===== config.mk =====
export PLATFORM = sky130hd
export DESIGN_NAME = bbrs_ctrl_flat
export DESIGN_NICKNAME = d
export VERILOG_FILES = /design/src/hdl/bbrs_pkg.sv /design/src/hdl/bbrs_ifs.sv /design/src/hdl/bbrs_ctrl.sv /design/src/flat_wrapper.sv
export SDC_FILE = /design/constraint.sdc
export NUM_CORES = 1
export LEC_CHECK = 0
export BUFFER_PORTS_ARGS = -buffer_cell sky130_fd_sc_hd__buf_2
export CAP_MARGIN = 20
export CORE_MARGIN = 2
export CORE_UTILIZATION = 30
export DETAILED_ROUTE_END_ITERATION = 12
export GPL_ROUTABILITY_DRIVEN = 0
export PLACE_DENSITY = 0.54
export REMOVE_ABC_BUFFERS = 1
export SLEW_MARGIN = 20
export SYNTH_ARGS = -nofsm -noshare
export SYNTH_HDL_FRONTEND = slang
export SYNTH_SLANG_ARGS = --single-unit

===== constraint.sdc =====
create_clock -name clk -period 11.65 [get_ports clk]
set_input_delay 1.165 -clock clk [delete_from_list [all_inputs] [get_ports clk]]
set_output_delay 1.165 -clock clk [all_outputs]
set_load 0.02 [all_outputs]

===== src/hdl/bbrs_pkg.sv =====
`default_nettype none
package bbrs_pkg;

  localparam int MAX_WIDTH  = 1024;
  localparam int RADIUS_MAX = 7;
  localparam int KERNEL_MAX = 2 * RADIUS_MAX + 1;

  localparam int PIX_W    = 8;
  localparam int NUM_CH   = 3;
  localparam int LW_W     = 11;
  localparam int HGT_W    = 16;
  localparam int RAD_W    = 3;
  localparam int ROW_W    = HGT_W + 1;
  localparam int COL_W    = $clog2(MAX_WIDTH);
  localparam int K_W      = $clog2(KERNEL_MAX + 1);
  localparam int SLOT_W   = $clog2(KERNEL_MAX);
  localparam int TAIL_W   = $clog2(RADIUS_MAX + 1);
  localparam int LS_DEPTH = KERNEL_MAX * MAX_WIDTH;
  localparam int LS_AW    = $clog2(LS_DEPTH);
  localparam int CS_W     = $clog2(KERNEL_MAX * 255 + 1);
  localparam int WS_W     = $clog2(KERNEL_MAX * KERNEL_MAX * 255 + 1);
  localparam int CNT_W    = $clog2(KERNEL_MAX * KERNEL_MAX + 1);
  localparam int FRAC_BITS = 24;
  localparam int SCALE_W  = FRAC_BITS + 1;
  localparam int PROD_W   = WS_W + SCALE_W;

  localparam int CFG_IDX_W  = 2;
  localparam int CFG_DATA_W = 16;

  localparam logic [CFG_IDX_W-1:0] REG_LINE_WIDTH   = CFG_IDX_W'(0);
  localparam logic [CFG_IDX_W-1:0] REG_IMAGE_HEIGHT = CFG_IDX_W'(1);
  localparam logic [CFG_IDX_W-1:0] REG_BLUR_RADIUS  = CFG_IDX_W'(2);

  localparam logic [LW_W-1:0]  LINE_WIDTH_RESET   = LW_W'(1024);
  localparam logic [HGT_W-1:0] IMAGE_HEIGHT_RESET = HGT_W'(1024);
  localparam logic [RAD_W-1:0] BLUR_RADIUS_RESET  = RAD_W'(1);

  localparam logic [PIX_W-1:0] PIX_MAX = 8'hFF;

  typedef struct packed {
    logic               take;
    logic               rd;
    logic [LS_AW-1:0]   ls_addr;
    logic [COL_W-1:0]   cs_raddr;
    logic               upd;
    logic               drain;
    logic               sub_en;
    logic               win_clr;
    logic               win_en;
    logic [COL_W-1:0]   cs_waddr;
    logic               ws_sub;
    logic               clr;
    logic               emit;
    logic               approx;
    logic [CNT_W-1:0]   count;
    logic [SCALE_W-1:0] scale;
    logic               last;
    logic               eoi;
  } dp_cmd_t;

  typedef struct packed {
    logic busy;
  } dp_stat_t;

  function automatic logic [SCALE_W-1:0] scale_for_radius(input logic [RAD_W-1:0] r);
    case (r)
      3'd0:    return SCALE_W'(16777216);
      3'd1:    return SCALE_W'(1864135);
      3'd2:    return SCALE_W'(671088);
      3'd3:    return SCALE_W'(342392);
      3'd4:    return SCALE_W'(207126);
      3'd5:    return SCALE_W'(138654);
      3'd6:    return SCALE_W'(99273);
      3'd7:    return SCALE_W'(74565);
      default: return '0;
    endcase
  endfunction

endpackage
`default_nettype wire


===== src/hdl/bbrs_ifs.sv =====
`default_nettype none


interface bbrs_cfg_if;
  logic        valid;
  logic        ready;
  logic [1:0]  index;
  logic [15:0] data;
  modport source (output valid, index, data, input ready);
  modport sink (input valid, index, data, output ready);
endinterface
`default_nettype wire


===== src/hdl/bbrs_ctrl.sv =====
`default_nettype none
module bbrs_ctrl (
  input  wire logic              clk,
  input  wire logic              rst,
  bbrs_cfg_if.sink               cfg,
  input  wire logic              in_valid,
  input  wire logic              in_flush,
  output logic                   in_ready,
  output bbrs_pkg::dp_cmd_t      cmd,
  input  wire bbrs_pkg::dp_stat_t stat
);

  typedef enum logic [3:0] {
    S_CLEAR, S_IDLE, S_UPD, S_SUBK, S_MAIN, S_TRD, S_TSUB, S_TEMIT, S_DONE
  } state_t;

  state_t state;
  state_t state_next;

  logic [bbrs_pkg::LW_W-1:0]   line_width;
  logic [bbrs_pkg::HGT_W-1:0]  image_height;
  logic [bbrs_pkg::RAD_W-1:0]  blur_radius;
  logic [bbrs_pkg::ROW_W-1:0]  row;
  logic [bbrs_pkg::COL_W-1:0]  col;
  logic [bbrs_pkg::SLOT_W-1:0] slot;
  logic [bbrs_pkg::TAIL_W-1:0] tail;
  logic [bbrs_pkg::COL_W-1:0]  clr_addr;

  logic [bbrs_pkg::COL_W:0]    w_eff;
  logic [bbrs_pkg::COL_W-1:0]  w_last;
  logic [bbrs_pkg::COL_W-1:0]  col_c;
  logic [bbrs_pkg::HGT_W-1:0]  h_eff;
  logic [bbrs_pkg::RAD_W-1:0]  r_eff;
  logic [bbrs_pkg::K_W-1:0]    k;
  logic [bbrs_pkg::ROW_W-1:0]  drain_d;
  logic                        drain;
  logic                        row_ge_k;
  logic                        row_ge_r;
  logic                        col_ge_k;
  logic                        last_col;
  logic                        end_img;
  logic                        has_tail;
  logic                        tail_last;
  logic                        tail_sub;
  logic [bbrs_pkg::K_W-1:0]    vcount;
  logic [bbrs_pkg::K_W-1:0]    hcount;
  logic [bbrs_pkg::K_W-1:0]    tcount;
  logic [bbrs_pkg::COL_W+1:0]  w_plus_j;

  assign w_eff = (line_width == '0) ? (bbrs_pkg::COL_W+1)'(1) :
                 (line_width > bbrs_pkg::MAX_WIDTH) ? (bbrs_pkg::COL_W+1)'(bbrs_pkg::MAX_WIDTH) :
                 (bbrs_pkg::COL_W+1)'(line_width);
  assign w_last = bbrs_pkg::COL_W'(w_eff - 1'b1);
  assign col_c  = ({1'b0, col} >= w_eff) ? w_last : col;
  assign h_eff  = (image_height == '0) ? bbrs_pkg::HGT_W'(1) : image_height;
  assign r_eff  = (blur_radius > bbrs_pkg::RADIUS_MAX) ?
                  bbrs_pkg::RAD_W'(bbrs_pkg::RADIUS_MAX) : blur_radius;
  assign k      = bbrs_pkg::K_W'(2 * r_eff + 1);

  assign drain    = (row >= bbrs_pkg::ROW_W'(h_eff));
  assign drain_d  = row - bbrs_pkg::ROW_W'(h_eff);
  assign row_ge_k = (row >= bbrs_pkg::ROW_W'(k));
  assign row_ge_r = (row >= bbrs_pkg::ROW_W'(r_eff));
  assign col_ge_k = (col_c >= k);
  assign last_col = (col_c == w_last);
  assign end_img  = last_col &&
                    ((row + 1'b1) >= (bbrs_pkg::ROW_W'(h_eff) + bbrs_pkg::ROW_W'(r_eff)));
  assign has_tail = last_col && (r_eff != '0);
  assign tail_last = (bbrs_pkg::RAD_W'(tail) == r_eff - 1'b1);
  assign w_plus_j = (bbrs_pkg::COL_W+2)'(w_eff) + (bbrs_pkg::COL_W+2)'(tail);
  assign tail_sub = (w_plus_j >= (bbrs_pkg::COL_W+2)'(k));

  always_comb begin
    if (drain) begin
      vcount = ((drain_d + 1'b1) >= bbrs_pkg::ROW_W'(k)) ? bbrs_pkg::K_W'(1) :
               bbrs_pkg::K_W'(k - 1'b1 - bbrs_pkg::K_W'(drain_d));
    end else begin
      vcount = row_ge_k ? k : bbrs_pkg::K_W'(row + 1'b1);
    end
    hcount = col_ge_k ? k : bbrs_pkg::K_W'(col_c + 1'b1);
    tcount = k - 1'b1 - bbrs_pkg::K_W'(tail);
  end

  always_comb begin
    cmd        = '0;
    in_ready   = 1'b0;
    state_next = state;
    cmd.ls_addr  = bbrs_pkg::LS_AW'(slot * bbrs_pkg::MAX_WIDTH + col_c);
    cmd.cs_waddr = col_c;
    cmd.cs_raddr = col_c;
    cmd.drain    = drain;
    cmd.scale    = bbrs_pkg::scale_for_radius(r_eff);
    case (state)
      S_CLEAR: begin
        cmd.clr      = 1'b1;
        cmd.cs_waddr = clr_addr;
        if (clr_addr == bbrs_pkg::COL_W'(bbrs_pkg::MAX_WIDTH - 1)) begin
          state_next = S_IDLE;
        end
      end
      S_IDLE: begin
        in_ready = 1'b1;
        if (in_valid && (drain || !in_flush)) begin
          cmd.take   = 1'b1;
          cmd.rd     = 1'b1;
          state_next = S_UPD;
        end
      end
      S_UPD: begin
        cmd.upd     = 1'b1;
        cmd.sub_en  = row_ge_k;
        cmd.win_clr = (col_c == '0);
        cmd.win_en  = row_ge_r;
        if (!row_ge_r) begin
          state_next = S_DONE;
        end else if (col_ge_k) begin
          cmd.rd       = 1'b1;
          cmd.cs_raddr = col_c - bbrs_pkg::COL_W'(k);
          state_next   = S_SUBK;
        end else begin
          state_next = S_MAIN;
        end
      end
      S_SUBK: begin
        cmd.ws_sub = 1'b1;
        state_next = S_MAIN;
      end
      S_MAIN: begin
        if (col_c < r_eff) begin
          state_next = has_tail ? S_TRD : S_DONE;
        end else if (!stat.busy) begin
          cmd.emit   = 1'b1;
          cmd.approx = !drain && row_ge_k && col_ge_k;
          cmd.count  = bbrs_pkg::CNT_W'(vcount) * bbrs_pkg::CNT_W'(hcount);
          cmd.last   = !has_tail;
          cmd.eoi    = !has_tail && end_img;
          state_next = has_tail ? S_TRD : S_DONE;
        end
      end
      S_TRD: begin
        if (tail_sub) begin
          cmd.rd       = 1'b1;
          cmd.cs_raddr = bbrs_pkg::COL_W'(w_plus_j - (bbrs_pkg::COL_W+2)'(k));
          state_next   = S_TSUB;
        end else begin
          state_next = S_TEMIT;
        end
      end
      S_TSUB: begin
        cmd.ws_sub = 1'b1;
        state_next = S_TEMIT;
      end
      S_TEMIT: begin
        if (!stat.busy) begin
          cmd.emit   = 1'b1;
          cmd.count  = bbrs_pkg::CNT_W'(vcount) * bbrs_pkg::CNT_W'(tcount);
          cmd.last   = tail_last;
          cmd.eoi    = tail_last && end_img;
          state_next = tail_last ? S_DONE : S_TRD;
        end
      end
      S_DONE: begin
        state_next = end_img ? S_CLEAR : S_IDLE;
      end
      default: state_next = S_IDLE;
    endcase
  end

  assign cfg.ready = 1'b1;

  always_ff @(posedge clk) begin
    if (rst) begin
      state        <= S_CLEAR;
      line_width   <= bbrs_pkg::LINE_WIDTH_RESET;
      image_height <= bbrs_pkg::IMAGE_HEIGHT_RESET;
      blur_radius  <= bbrs_pkg::BLUR_RADIUS_RESET;
      row          <= '0;
      col          <= '0;
      slot         <= '0;
      tail         <= '0;
      clr_addr     <= '0;
    end else begin
      state <= state_next;
      if (cfg.valid) begin
        case (cfg.index)
          bbrs_pkg::REG_LINE_WIDTH:   line_width   <= cfg.data[bbrs_pkg::LW_W-1:0];
          bbrs_pkg::REG_IMAGE_HEIGHT: image_height <= cfg.data[bbrs_pkg::HGT_W-1:0];
          bbrs_pkg::REG_BLUR_RADIUS:  blur_radius  <= cfg.data[bbrs_pkg::RAD_W-1:0];
          default: ;
        endcase
      end
      case (state)
        S_CLEAR: clr_addr <= clr_addr + 1'b1;
        S_MAIN:  tail <= '0;
        S_TEMIT: begin
          if (!stat.busy && !tail_last) begin
            tail <= tail + 1'b1;
          end
        end
        S_DONE: begin
          if (last_col) begin
            col <= '0;
            if (end_img) begin
              row      <= '0;
              slot     <= '0;
              clr_addr <= '0;
            end else begin
              row  <= row + 1'b1;
              slot <= (bbrs_pkg::K_W'(slot) == k - 1'b1) ? '0 : slot + 1'b1;
            end
          end else begin
            col <= col_c + 1'b1;
          end
        end
        default: ;
      endcase
    end
  end

endmodule
`default_nettype wire


===== src/flat_wrapper.sv =====
// flat-port wrapper written by rule: the top's interface ports become plain ports
module bbrs_ctrl_flat 
  (clk, rst, in_valid, in_flush, in_ready, cmd, stat, cfg_valid, cfg_index, cfg_data, cfg_ready);
  bbrs_cfg_if cfg_i ();
  input  wire logic clk;
  input  wire logic rst;
  input  wire logic in_valid;
  input  wire logic in_flush;
  output logic in_ready;
  output bbrs_pkg::dp_cmd_t cmd;
  input  wire bbrs_pkg::dp_stat_t stat;
  input wire logic [$bits(cfg_i.valid)-1:0] cfg_valid;
  input wire logic [$bits(cfg_i.index)-1:0] cfg_index;
  input wire logic [$bits(cfg_i.data)-1:0] cfg_data;
  output wire logic [$bits(cfg_i.ready)-1:0] cfg_ready;
  assign cfg_i.valid = cfg_valid;
  assign cfg_i.index = cfg_index;
  assign cfg_i.data = cfg_data;
  assign cfg_ready = cfg_i.ready;
  bbrs_ctrl u_core (.clk(clk), .rst(rst), .cfg(cfg_i), .in_valid(in_valid), .in_flush(in_flush), .in_ready(in_ready), .cmd(cmd), .stat(stat));
endmodule

==> Yosys cells after proc, flatten, opt, wreduce, memory -nomap -nowiden <==
Memory sizes are Yosys's and may differ from the RTL's. A register that Yosys moved wholly into a read port is not among the register bits.
Index checks and enable logic that the tools add are counted.
{ "totals": {"mem_bits_rw": 0, "out_inout_bits": 82, "elab_cells": 149, "reg_bits": 78, "latch_bits": 0, "mem_count": 1, "mem_bits_ro": 176} }
{ "op_classes": {"mux": 58, "bitwise_logic": 0, "div_mod_pow": 0, "shifts": 0, "reduce_logical": 30, "mul": 2, "eq_ne": 21, "add_sub_neg": 18, "magnitude_cmp": 10} }
{ "memory_table": {"columns": ["name", "depth", "word_bits", "read_ports", "rd_clocked_by_memory_dff", "wr", "line", "source"], "rows": [
  ["(name not given)", 8, 22, 1, 1, 0, "bbrs_pkg.sv:66", "case (r)"]
]} }
{ "op_table": {"columns": ["operator", "n"], "rows": [
  ["two-way mux 10 bit", 10],
  ["two-way mux 4 bit", 14],
  ["one-hot mux 10 bit (2 select lines)", 2],
  ["one-hot mux 4 bit (9 select lines)", 1],
  ["adder 17 x 1 -> 17 bit (second input constant)", 2],
  [">= comparator 17 x 4 -> 1 bit", 2],
  ["two-way mux 11 bit", 2],
  ["adder 10 x 1 -> 10 bit (second input constant)", 2],
  ["subtractor 10 x 4 -> 10 bit", 2],
  ["adder 16 x 3 -> 17 bit", 1],
  [">= comparator 17 x 16 -> 1 bit", 1],
  [">= comparator 17 bit", 1],
  [">= comparator 17 x 3 -> 1 bit", 1],
  ["two-way mux 17 bit", 1],
  ["subtractor 17 x 16 -> 17 bit", 1],
  ["== test 4 x 3 -> 1 bit (second input constant)", 4],
  ["zero test 16 bit", 1],
  ["multiplier 4 x 4 -> 8 bit", 2],
  ["two-way mux 16 bit", 1],
  ["one-hot mux 8 bit (2 select lines)", 1],
  ["two-way mux 3 bit", 5],
  ["adder 14 x 10 -> 14 bit", 1],
  ["adder 11 x 3 -> 12 bit", 1],
  [">= comparator 12 x 4 -> 1 bit", 1],
  ["43 further kinds", 79]
]} }

==> Depth between registers and ports, before layout <==
{ "depth": {"word_depth": 12, "mapped_depth": 36, "ltp_nobuf": 32} }

==> Worst setup path after synthesis <==
Ideal clock, no wire load.
{ "synth_timing": {"kind": "reg2out", "startpoint": "register u_core.line_width[5] (netlist bit)", "endpoint": "output cmd[34] (netlist bit)", "slack_ns": 2.861, "stages_incl_launch_ff": 35, "t_arrival_ns": 7.624, "path_cell_list": "dfxtp_1 -> or4_4 -> nor4_1 -> nor2_1 -> nor2_1 -> ha_1 -> nor2b_1 -> o21ai_0 -> a21o_1 -> a21o_1 -> clkbuf_1 -> buf_2 -> mux2i_1 -> inv_1 -> ha_1 -> a21o_1 -> a21o_1 -> nor3_1 -> mux2i_1 -> or2_2 -> clkbuf_1 -> inv_2 -> mux2_2 -> nand3_1 -> a2bb2oi_1 -> fa_1 -> inv_1 -> fa_1 -> ha_1 -> a21o_1 -> a21oi_1 -> o21bai_1 -> a21oi_1 -> xor2_1 -> o22ai_1"} }
{ "synth_rtl": {"columns": ["element", "line", "source"], "rows": [
  ["from (decl)", "bbrs_ctrl.sv:20", "logic [bbrs_pkg::LW_W-1:0] line_width;"],
  ["from (signal assigned)", "bbrs_ctrl.sv:174", "line_width <= bbrs_pkg::LINE_WIDTH_RESET;"],
  ["from (signal assigned)", "bbrs_ctrl.sv:186", "bbrs_pkg::REG_LINE_WIDTH: line_width <= cfg.data[bbrs_pkg::LW_W-1:0];"],
  ["to (decl)", "flat_wrapper.sv:10", "output bbrs_pkg::dp_cmd_t cmd;"]
]} }

==> flow_metrics.env <==
export IMPL_clk_pin_slew_ns=0.08
export IMPL_grt_max_degree=64
export IMPL_total_power_w=0.0009209
export IMPL_min_period_over_period=0.8603
export IMPL_synth_most_common_cell="nand2_1"
export IMPL_endpoint_kind="primary output"
export IMPL_max_cap_violations=0
export IMPL_cp_slowest_stage_delay_ns=0.63
export IMPL_fin_crit_ns=10.02
export IMPL_cp_arrival_ns=8.86
export IMPL_ant_nets=0
export IMPL_antenna_found_initial=0
export IMPL_muxShareOfSynthArea=0.02994
export IMPL_htreeDepth=3
export IMPL_hpwlAfterDp_um=26940
export IMPL_numCtsBuffers=9
export IMPL_synth_adder_area_share=0.1639
export IMPL_multi_input_area_mm2=0.008040
export IMPL_fillCellCount=3772
export IMPL_irDropWorstVdd_mv=0.08656
export IMPL_grt_use_met3=0.02455
export IMPL_core_area_mm2=0.03531
export IMPL_hp_class="reg -> reg"
export IMPL_synth_avg_cell_area_um2=7.505
export IMPL_clkLatencyLatePin_ns=0.37
export IMPL_crit_slowest_cell="or4_4"
export IMPL_drive_above_1_share=0.1093
export IMPL_overflow=0
export IMPL_seqCellArea_mm2=0.001962
export IMPL_hold_buffers=0
export IMPL_synth_main_ff_cell="dfxtp_1"
export IMPL_syn_instance_count=1420
export IMPL_yosysWarnings=0
export IMPL_use_met1=0.2610
export IMPL_synth_cell_types=83
export IMPL_critical_path_class="reg -> out"
export IMPL_dieArea_mm2=0.03705
export IMPL_die_w_um=192.5
export IMPL_synth_area_mm2=0.01066
export IMPL_vias=10451
export IMPL_power_density_mw_per_mm2=77.78
export IMPL_grt_met2_usage=0.2893
export IMPL_grt_busiest_layer="met2"
export IMPL_cts_path_max_buffers=2
export IMPL_final_nets=1622
export IMPL_ctsResizeCount=0
export IMPL_io_buffers=101
export IMPL_cp_start_kind="flop"
export IMPL_worst_slew_pin_transition_ns=0.8056
export IMPL_status="complete, no violations"
export IMPL_drv_slew=0
export IMPL_synth_top_cell_by_area="dfxtp_1"
export IMPL_synth_common_cells="135 x nand2_1, 115 x nor2_1, 114 x ha_1"
export IMPL_synthArstFlopShare=0
export IMPL_area_growth_pct=11.08
export IMPL_grt_use_total=0.1850
export IMPL_vias_per_cell=5.404
export IMPL_wire_per_inst_um=17.67
export IMPL_final_setup_viol_count=0
export IMPL_antenna_cells=0
export IMPL_wl_um=34170
export IMPL_drt_iter0_markers=851
export IMPL_dr_pass1_iters=5
export IMPL_synth_edf_count=0
export IMPL_synth_simple_area_share=0.2396
export IMPL_finalHoldViolCount=0
export IMPL_max_freq_mhz=99.77
export IMPL_fin_tns_setup_ns=0
export IMPL_cp_data_required_time_ns=10.49
export IMPL_post_cts_buffers=0
export IMPL_finalClockSkew_ns=0.007531
export IMPL_synth_compound_area_frac=0.2335
export IMPL_start_util=0.3018
export IMPL_root_buffer="clkbuf_16"
export IMPL_ys_seq_area_frac=0.1841
export IMPL_io_pins=106
export IMPL_power_leakage_nw=5.148
export IMPL_cp_max_fo=15
export IMPL_synth_xor_xnor_area_share=0.08453
export IMPL_route_detailed_drc=0
export IMPL_rsz0062_at_grt="false"
export IMPL_grt_pass1_wl_um=54170
export IMPL_num_rows=69
export IMPL_path_common_cell="a21o_1"
export IMPL_synth_top_area_frac=0.1841
export IMPL_synth_seq_cells=98
export IMPL_fp_dieH_um=192.5
export IMPL_cts_tree="built"
export IMPL_synthTopCellsByArea="dfxtp_1 18%, ha_1 13%, xnor2_1 5.8%, a21oi_1 5.0%, nand2_1 4.8%"
export IMPL_clock_sinks=98
export IMPL_synth_top_family_by_area="simple AND/OR/NAND/NOR gates"
export IMPL_relSlewSlack=0.4629
export IMPL_grt_pass1_vias=9748
power by group:
group	leakage (nW)	total [W]	switching (W)	internal, W
Clock	0.153	0.000331	0.000158	0.000173
Combinational	4.20	0.000238	0.000153	0.0000847
Sequential	0.795	0.000353	0.00000973	0.000343
path summary, 6_finish.rpt:
check                                       from                                   to  slack, ns  cells past startpoint
max            u_core.line_width[5]$_SDFFE_PP0P_                              cmd[34]       1.63                     32
min          u_core.image_height[0]$_SDFFE_PP0P_  u_core.image_height[0]$_SDFFE_PP0P_       0.46                      2
max reg2reg    u_core.line_width[5]$_SDFFE_PP0P_         u_core.state[0]$_SDFFE_PP0P_       5.71                     20
min reg2reg  u_core.image_height[0]$_SDFFE_PP0P_  u_core.image_height[0]$_SDFFE_PP0P_       0.46                      2
routing by layer:
layer,share of wire,vias up,wire [µm]
met5,0,-,0
met4,0.025,0,859
met2,0.44,285,15200
met3,0.047,52,1622
li1,-,5207,-
met1,0.48,4907,16490
flip-flops by register name, indices dropped and copies added (netlist names), 4 cells and up:
| register | flops |
|---|---|
| u_core.cmd | 20 |
| u_core.image_height | 16 |
| u_core.clr_addr | 10 |
| u_core.col | 10 |
| u_core.line_width | 11 |
| u_core.row | 17 |
| u_core.state | 4 |
| u_core.slot | 4 |
cell type report:
| class | instances | share of cell area |
|---|---|---|
| sequential | 98 | 0.1657 |
| clock inverter | 7 | 0.007926 |
| inverter | 92 | 0.02917 |
| tap | 461 | 0.04872 |
| timing repair buffer | 113 | 0.05031 |
| multi-input combinational | 1154 | 0.6791 |
| clock buffer | 9 | 0.01902 |
layout by cell type, fill, tap and decap left out, drive strengths merged, types with 18 or more instances in the layout:
cell type	count
a21o	33
a21oi	107
and3	18
buf	113
dfxtp	98
ha	114
inv	94
mux2i	24
nand2	135
nand3	67
nor2	116
nor3	39
nor4	25
o211ai	18
o21ai	71
o22ai	23
or3	24
xnor2	71
xor2	31
logic make-up (layout without fill, tap and decap cells):
logic type / Yosys count / count (layout)
AOI/OAI and AO/OA: 373 / 373
xor gates and xnor gates: 102 / 102
adders and majority gates: 130 / 130
buffers and inverters: 170 / 221
DFF: 98 / 98
muxes: 31 / 31
other: 2 / 4
and+or+nand+nor: 514 / 514
per-stage QoR:
stage                     cells  utilization  setup WS, ns  hold WS [ns]  instance area [µm²]
after floorplan            1344            -         2.956        0.4304                10330
after global placement     1918       0.3261         2.351        0.4466                11510
after detailed placement   1918       0.3261         2.133        0.4544                11510
after CTS                  1934       0.3351         1.704        0.4646                11830
after global routing       1934       0.3353         1.068        0.4766                11840
final                      1934       0.3353         1.627        0.4638                11840
worst max-delay path, delay by kind of cell (launching register included):
| family | cells | cell delay [ns] |
|---|---|---|
| flops | 1 | 0.44 |
| fa+ha+maj | 5 | 1.78 |
| mux | 3 | 1.09 |
| compound gates | 11 | 2.32 |
| simple gates | 8 | 2.04 |
| xor+xnor | 1 | 0.18 |
| buf+inv | 4 | 0.63 |
(Power assumes the default switching activity.)
